### src/rtl/core/tecac_pkg.sv
// ----------------------------------------------------------------------------
// tecac_pkg
// Shared types and constants for the bridge-tree augment counter: default
// sizes, controller commands and the status word returned by the datapath.
// ----------------------------------------------------------------------------
package tecac_pkg;

    // default storage sizes
    localparam int DEF_MAX_NODES      = 4096;
    localparam int DEF_MAX_HALF_EDGES = 16384;

    // fixed field widths of the stream payload
    localparam int NODE_W  = 12;
    localparam int COUNT_W = 12;

    // controller commands, at most one per controller state
    typedef enum logic [4:0] {
        CMD_NOP,
        CMD_CLEAR_INIT,
        CMD_CLEAR_STEP,
        CMD_TAKE,
        CMD_CHECK,
        CMD_LA_RD,
        CMD_LA_WR,
        CMD_LB_RD,
        CMD_LB_WR,
        CMD_W_INIT,
        CMD_W_ROOT,
        CMD_W_EDGE,
        CMD_W_DISC,
        CMD_W_DECIDE,
        CMD_W_PUSH,
        CMD_P_ROOT,
        CMD_P_CRD,
        CMD_P_CWR,
        CMD_P_POP,
        CMD_P_LOAD,
        CMD_C_INIT,
        CMD_C_LIST,
        CMD_C_CA,
        CMD_C_DA,
        CMD_C_WA,
        CMD_C_DB,
        CMD_C_WB,
        CMD_L_INIT,
        CMD_L_RD,
        CMD_L_CHK,
        CMD_RESULT
    } cmd_t;

    // datapath status seen by the controller
    typedef struct packed {
        logic edge_ok;
        logic fits;
        logic last;
        logic cursor_valid;
        logic visit_new;
        logic comp_root;
        logic comp_more;
        logic stack_last;
        logic count_done;
        logic leaf_done;
        logic clear_done;
        logic out_busy;
    } status_t;

endpackage

### src/rtl/core/tecac_ctrl.sv
// ----------------------------------------------------------------------------
// tecac_ctrl
// Sequencer for loading, the depth-first bridge walk, the degree and leaf
// passes, the result hand-off and the store clearing sweep.
// ----------------------------------------------------------------------------
module tecac_ctrl
(
    input  logic               clk,
    input  logic               rst_n,
    input  logic               in_valid,
    input  tecac_pkg::status_t status,
    output tecac_pkg::cmd_t    cmd,
    output logic               in_ready
);

    typedef enum logic [5:0] {
        S_CLR_INIT, S_CLR, S_IDLE, S_CHECK,
        S_LA_RD, S_LA_WR, S_LB_RD, S_LB_WR,
        S_W_INIT, S_W_ROOT, S_W_TOP, S_W_EDGE, S_W_DISC, S_W_DECIDE, S_W_PUSH,
        S_P_ROOT, S_P_CRD, S_P_CWR, S_P_POP, S_P_LOAD,
        S_C_INIT, S_C_TEST, S_C_LIST, S_C_CA, S_C_DA, S_C_WA, S_C_DB, S_C_WB,
        S_L_INIT, S_L_TEST, S_L_RD, S_L_CHK, S_WAIT_OUT
    } state_t;

    state_t state_reg;
    state_t state_next;

    // next state and command decode
    always_comb
    begin
        state_next = state_reg;
        cmd        = tecac_pkg::CMD_NOP;
        unique case (state_reg)
            S_CLR_INIT:
            begin
                cmd        = tecac_pkg::CMD_CLEAR_INIT;
                state_next = S_CLR;
            end
            S_CLR:
            begin
                cmd = tecac_pkg::CMD_CLEAR_STEP;
                if (status.clear_done)
                    state_next = S_IDLE;
            end
            S_IDLE:
            begin
                if (in_valid)
                begin
                    cmd        = tecac_pkg::CMD_TAKE;
                    state_next = S_CHECK;
                end
            end
            S_CHECK:
            begin
                cmd = tecac_pkg::CMD_CHECK;
                if (status.edge_ok && status.fits)
                    state_next = S_LA_RD;
                else if (status.last)
                    state_next = S_W_INIT;
                else
                    state_next = S_IDLE;
            end
            S_LA_RD:
            begin
                cmd        = tecac_pkg::CMD_LA_RD;
                state_next = S_LA_WR;
            end
            S_LA_WR:
            begin
                cmd        = tecac_pkg::CMD_LA_WR;
                state_next = S_LB_RD;
            end
            S_LB_RD:
            begin
                cmd        = tecac_pkg::CMD_LB_RD;
                state_next = S_LB_WR;
            end
            S_LB_WR:
            begin
                cmd        = tecac_pkg::CMD_LB_WR;
                state_next = status.last ? S_W_INIT : S_IDLE;
            end
            S_W_INIT:
            begin
                cmd        = tecac_pkg::CMD_W_INIT;
                state_next = S_W_ROOT;
            end
            S_W_ROOT:
            begin
                cmd        = tecac_pkg::CMD_W_ROOT;
                state_next = S_W_TOP;
            end
            S_W_TOP:
            begin
                if (status.cursor_valid)
                    state_next = S_W_EDGE;
                else if (status.comp_root)
                    state_next = S_P_ROOT;
                else
                    state_next = S_P_POP;
            end
            S_W_EDGE:
            begin
                cmd        = tecac_pkg::CMD_W_EDGE;
                state_next = S_W_DISC;
            end
            S_W_DISC:
            begin
                cmd        = tecac_pkg::CMD_W_DISC;
                state_next = S_W_DECIDE;
            end
            S_W_DECIDE:
            begin
                cmd        = tecac_pkg::CMD_W_DECIDE;
                state_next = status.visit_new ? S_W_PUSH : S_W_TOP;
            end
            S_W_PUSH:
            begin
                cmd        = tecac_pkg::CMD_W_PUSH;
                state_next = S_W_TOP;
            end
            S_P_ROOT:
            begin
                cmd        = tecac_pkg::CMD_P_ROOT;
                state_next = S_P_CRD;
            end
            S_P_CRD:
            begin
                cmd        = tecac_pkg::CMD_P_CRD;
                state_next = S_P_CWR;
            end
            S_P_CWR:
            begin
                cmd        = tecac_pkg::CMD_P_CWR;
                state_next = status.comp_more ? S_P_CRD : S_P_POP;
            end
            S_P_POP:
            begin
                cmd        = tecac_pkg::CMD_P_POP;
                state_next = status.stack_last ? S_C_INIT : S_P_LOAD;
            end
            S_P_LOAD:
            begin
                cmd        = tecac_pkg::CMD_P_LOAD;
                state_next = S_W_TOP;
            end
            S_C_INIT:
            begin
                cmd        = tecac_pkg::CMD_C_INIT;
                state_next = S_C_TEST;
            end
            S_C_TEST:
            begin
                state_next = status.count_done ? S_L_INIT : S_C_LIST;
            end
            S_C_LIST:
            begin
                cmd        = tecac_pkg::CMD_C_LIST;
                state_next = S_C_CA;
            end
            S_C_CA:
            begin
                cmd        = tecac_pkg::CMD_C_CA;
                state_next = S_C_DA;
            end
            S_C_DA:
            begin
                cmd        = tecac_pkg::CMD_C_DA;
                state_next = S_C_WA;
            end
            S_C_WA:
            begin
                cmd        = tecac_pkg::CMD_C_WA;
                state_next = S_C_DB;
            end
            S_C_DB:
            begin
                cmd        = tecac_pkg::CMD_C_DB;
                state_next = S_C_WB;
            end
            S_C_WB:
            begin
                cmd        = tecac_pkg::CMD_C_WB;
                state_next = S_C_TEST;
            end
            S_L_INIT:
            begin
                cmd        = tecac_pkg::CMD_L_INIT;
                state_next = S_L_TEST;
            end
            S_L_TEST:
            begin
                state_next = status.leaf_done ? S_WAIT_OUT : S_L_RD;
            end
            S_L_RD:
            begin
                cmd        = tecac_pkg::CMD_L_RD;
                state_next = S_L_CHK;
            end
            S_L_CHK:
            begin
                cmd        = tecac_pkg::CMD_L_CHK;
                state_next = S_L_TEST;
            end
            S_WAIT_OUT:
            begin
                if (!status.out_busy)
                begin
                    cmd        = tecac_pkg::CMD_RESULT;
                    state_next = S_CLR_INIT;
                end
            end
            default:
            begin
                state_next = S_CLR_INIT;
            end
        endcase
    end

    assign in_ready = (state_reg == S_IDLE);

    // state register
    always_ff @(posedge clk or negedge rst_n)
    begin
        if (!rst_n)
            state_reg <= S_CLR_INIT;
        else
            state_reg <= state_next;
    end

endmodule

### config.mk
export PLATFORM = sky130hd
export DESIGN_NAME = tecac_ctrl
export DESIGN_NICKNAME = d
export VERILOG_FILES = /design/src/rtl/core/tecac_pkg.sv /design/src/rtl/core/tecac_ctrl.sv
export SDC_FILE = /design/constraint.sdc
export NUM_CORES = 1
export LEC_CHECK = 0
export ABC_AREA = 1
export BUFFER_PORTS_ARGS = -buffer_cell sky130_fd_sc_hd__buf_4
export CORE_MARGIN = 2
export CORE_UTILIZATION = 56
export CTS_BUF_LIST = sky130_fd_sc_hd__clkbuf_8
export CTS_CLUSTER_DIAMETER = 80
export DETAILED_ROUTE_END_ITERATION = 12
export PLACE_DENSITY_LB_ADDON = 0.12
export RECOVER_POWER = 100
export SYNTH_ARGS = -nofsm -noshare
export SYNTH_HDL_FRONTEND = slang
export SYNTH_SLANG_ARGS = --single-unit
### constraint.sdc
create_clock -name clk -period 1.5 [get_ports clk]
set_input_delay 0.15 -clock clk [delete_from_list [all_inputs] [get_ports clk]]
set_output_delay 0.15 -clock clk [all_outputs]
set_load 0.005 [all_outputs]
==> results.sh, run 1 <==
export IMPL_gp_congestion=1.12
export IMPL_htree_levels=1
export IMPL_pre_cts_ws_ns=-0.0994
export IMPL_tool_error="[ERROR DPL-0038] Utilization greater than 100%, impossible to legalize"
export IMPL_cts_buffer_depth=2
export IMPL_synthCells=178
export IMPL_initial_core_util_pct=58.6
export IMPL_clock_sinks=6
export IMPL_placedInstanceArea_um2=1370
export IMPL_worst_endpoint="cmd[2]"
export IMPL_syn_area_per_cell_um2=5.62
export IMPL_lastStage="5_1_grt"
export IMPL_syn_num_nets=193
export IMPL_synth_cell_types=27
export IMPL_rows=15
export IMPL_status="did not finish"
export IMPL_root_buffer="clkbuf_8"
export IMPL_ys_warn_count=0
export IMPL_syn_area_um2=1000
export IMPL_die_width_um=46.3
export IMPL_numCtsBuffers=3
export IMPL_io_pins=21
export IMPL_synth_seq_cells=6
export IMPL_yosysSeqAreaShare_pct=15.0
export IMPL_worstEndpointType="output port"
export IMPL_die_height_um=46.3
export IMPL_dp_cells=248
export IMPL_post_dp_hpwl_um=3010
export IMPL_grt_max_degree=11
export IMPL_portBuffers=20
[cells by family after synthesis]
group / count (synthesis) / share of synthesized area, %
compound gates: 13 / 9.12
flops: 6 / 15.0
buf+inv: 27 / 12.5
simple gates: 132 / 63.4
[synth_stat cells, drive strengths merged]
cell / count / area, um^2
and2: 1 / 8.76
nand3b: 1 / 7.51
a211oi: 1 / 7.51
nor2: 28 / 138
o21ai: 3 / 15.0
and3: 1 / 6.26
nor3: 1 / 5.00
dfrtp: 6 / 150
nor4: 1 / 6.26
o311ai: 1 / 8.76
buf: 4 / 38.8
a21oi: 3 / 15.0
o211ai: 3 / 27.5
nand2: 53 / 199
nand4: 10 / 62.6
o2111a: 1 / 11.3
nor3b: 2 / 15.0
or2: 1 / 6.26
nand3: 33 / 180
a31oi: 1 / 6.26
inv: 23 / 86.3
[what timing repair did]
action	4_1_cts
pin swaps	10
endpoints found under the hold margin	6
resized for setup	26
setup endpoints to repair	11
buffers inserted	2
hold buffers	1
[through the flow]
step,setup TNS [ns],hold slack [ns]
floorplan,0,-0.146
global placement,-0.303,-0.0396
detailed placement,-0.612,-0.0379
CTS,-0.992,0.171
==> inputs of run 2 (changes only) <==
- CORE_AREA: default -> 2 2 63 65
- CORE_MARGIN: 2 -> default
- CORE_UTILIZATION: 56 -> default
- CTS_BUF_LIST: sky130_fd_sc_hd__clkbuf_8 -> default
- CTS_CLUSTER_DIAMETER: 80 -> default
- DIE_AREA: default -> 0 0 65 67
- PLACE_DENSITY_LB_ADDON: 0.12 -> 0.15
==> results.sh, run 2 <==
export IMPL_status="complete, but fails checks"
export IMPL_failed_checks="negative setup slack"
export IMPL_synthFlopType="dfrtp_1"
export IMPL_hp_class="in2reg"
export IMPL_area_delta_synth_final_pct=73.8
export IMPL_grt_max_degree=12
export IMPL_max_cap_violations=0
export IMPL_final_cell_mix="buf_4, nand2_1, nand3_1"
export IMPL_route_vias_total=1466
export IMPL_synth_cell_types=27
export IMPL_grt_pass1_vias=1405
export IMPL_crit_path_start_kind="flop"
export IMPL_layout_setup_ws_ns=-0.284
export IMPL_wirelength_um=4010
export IMPL_grt_pass1_wl_um=6450
export IMPL_finalCritPeriodShare_pct=119
export IMPL_r2r_cells=9
export IMPL_drv_slew=0
export IMPL_wl_per_cell_um=13.6
export IMPL_syn_area_um2=1000
export IMPL_yosys_area_top_type="nand2_1"
export IMPL_final_layout_size_suffix_gt1_share_pct=50.4
export IMPL_ys_warn_count=0
export IMPL_synth_compound_area_share_pct=9.12
export IMPL_synth_area_leaders="nand2_1, dfrtp_1, nand3_1"
export IMPL_numCtsBuffers=3
export IMPL_io_pins=21
export IMPL_holdPathEnd="state_reg[3]"
export IMPL_yosysTopAreaCellShare_pct=19.9
export IMPL_synth_most_common_cell="nand2_1"
export IMPL_clock_skew_ns=0.00401
export IMPL_initial_core_util_pct=27.8
export IMPL_drt_first_iter_violations=87
export IMPL_cp_max_fo=6
export IMPL_post_dp_hpwl_um=3060
export IMPL_root_buffer="clkbuf_8"
export IMPL_r2r_start="state_reg[1]"
export IMPL_largest_register_ffs=6
export IMPL_leakage_nw=0.956
export IMPL_layout_min_cycle_time_ns=1.78
export IMPL_worstPathArrival_ns=1.63
export IMPL_fillers=370
export IMPL_slew_headroom_pct=78.7
export IMPL_n_antenna_cell=0
export IMPL_synthAdderAreaFrac_pct=0
export IMPL_antenna_found_initial=0
export IMPL_rows=22
export IMPL_yosysSeqAreaShare_pct=15.0
export IMPL_portBuffers=20
export IMPL_clk_pin_slew_ns=0.04
export IMPL_instances_no_fill=294
export IMPL_synth_common_cells="nand2_1, nand3_1, nor2_1"
export IMPL_ir_drop_v=0.00113
export IMPL_die_height_um=67
export IMPL_ant_nets=0
export IMPL_pre_cts_ws_ns=-0.0979
export IMPL_cts_tree="yes"
export IMPL_htree_levels=1
export IMPL_synthCells=178
export IMPL_synthXorXnorAreaFrac_pct=0
export IMPL_min_delay_start="status[9]"
export IMPL_finalHoldViolations=0
export IMPL_synth_edf_count=0
export IMPL_tns_ns=-1.41
export IMPL_core_um2=3610
export IMPL_clk_latency_ns=0.23
export IMPL_syn_num_nets=193
export IMPL_async_reset_ff_share_pct=100
export IMPL_gp_congestion=0.894
export IMPL_p_per_area_nw_per_um2=1770
export IMPL_grt_overflow=0
export IMPL_reg2reg_to="state_reg[2]"
export IMPL_dp_cells=280
export IMPL_fin_area_um2=1740
export IMPL_critPathCaptureType="output pin"
export IMPL_synthMuxAreaShare_pct=0
export IMPL_cts_buffer_depth=2
export IMPL_critPathRequiredTime_ns=1.35
export IMPL_final_common_cell="buf_4"
export IMPL_final_nets=263
export IMPL_dieArea_um2=4360
export IMPL_total_power_w=0.00308
export IMPL_rsz0062_at_grt="yes"
export IMPL_rrSetupSlack_ns=-0.06
export IMPL_vias_per_cell=4.99
export IMPL_worstMarginPinSlew_ns=0.315
export IMPL_track_usage_pct=19.5
export IMPL_synthSimpleGateAreaFrac_pct=63.4
export IMPL_placedInstanceArea_um2=1470
export IMPL_clock_sinks=6
export IMPL_fmax_mhz=561
export IMPL_drcViolationCount=0
export IMPL_die_width_um=65
export IMPL_drt_pass1_iterations=4
export IMPL_setup_worst_path_class="reg2out"
export IMPL_synth_top_family_by_area="simple AND/OR/NAND/NOR gates"
export IMPL_synth_seq_cells=6
export IMPL_holdPathStages=3
export IMPL_setup_viol=10
export IMPL_syn_area_per_cell_um2=5.62
[run 2: cell counts after synthesis]
No cell type changed its count.
[run 2: worst max path at each step]
| stage | to | from | depth (start not counted) |
|---|---|---|---|
| after global routing | cmd[1] | state_reg[1] | 9 |
| after detailed placement | cmd[3] | state_reg[5] | 8 |
| final | cmd[1] | state_reg[1] | 9 |
| after CTS | cmd[2] | state_reg[0] | 7 |
| after global placement | state_reg[1] | state_reg[1] | 10 |
| after floorplan | cmd[3] | state_reg[1] | 8 |
[run 2: cell type report]
type	count	area (um^2)	share of cell area, %
clock buffer	3	41.3	2.37
multi-input combinational	145	850	48.8
timing repair buffer	69	541	31.1
inverter	23	91.3	5.25
tap	48	60.1	3.45
sequential	6	156	8.99
[run 2: worst max-delay path, cell delays in order (launching register included)]
cell and delay (ns):
dfrtp_2 0.48, inv_2 0.09, nand2_2 0.10, nand2_2 0.08, buf_4 0.14, buf_4 0.13
o211ai_1 0.18, nor2_1 0.06, nand2_1 0.06, buf_4 0.10
[run 2: timing repair]
| item | CTS | global route |
|---|---|---|
| pin swaps | 12 | 17 |
| endpoints found under the hold margin | 6 | 0 |
| hold buffers | 1 | 0 |
| buffers inserted | 7 | 4 |
| endpoints found under the setup margin | 9 | 10 |
| resized for setup | 30 | 20 |
[run 2: power breakdown]
part           leakage, nW  internal (W)  switching [W]
Combinational        0.864       0.00119        0.00127
Clock               0.0216      0.000173      0.0000717
Sequential          0.0710      0.000234       0.000144
[run 2: metrics by stage]
stage / util, % / hold slack, ns
floorplan: - / -0.146
global placement: 40.8 / -0.0377
detailed placement: 40.8 / -0.0394
CTS: 45.8 / 0.166
global route: 48.2 / 0.157
finish: 48.2 / 0.149
[run 2: metal layers]
metal | global-route usage (%) | up-vias | share of wire, %
li1 | - | 737 | -
met1 | 25.6 | 659 | 43
met2 | 32.0 | 60 | 48
met3 | 4.22 | 10 | 6.1
met4 | 5.85 | 0 | 2.5
met5 | 0 | - | 0
[run 2: logic make-up after synthesis]
logic type | count (synthesis)
simple gates | 132
buf+inv | 27
flops | 6
compound gates | 13
(Power assumes the default switching activity.)
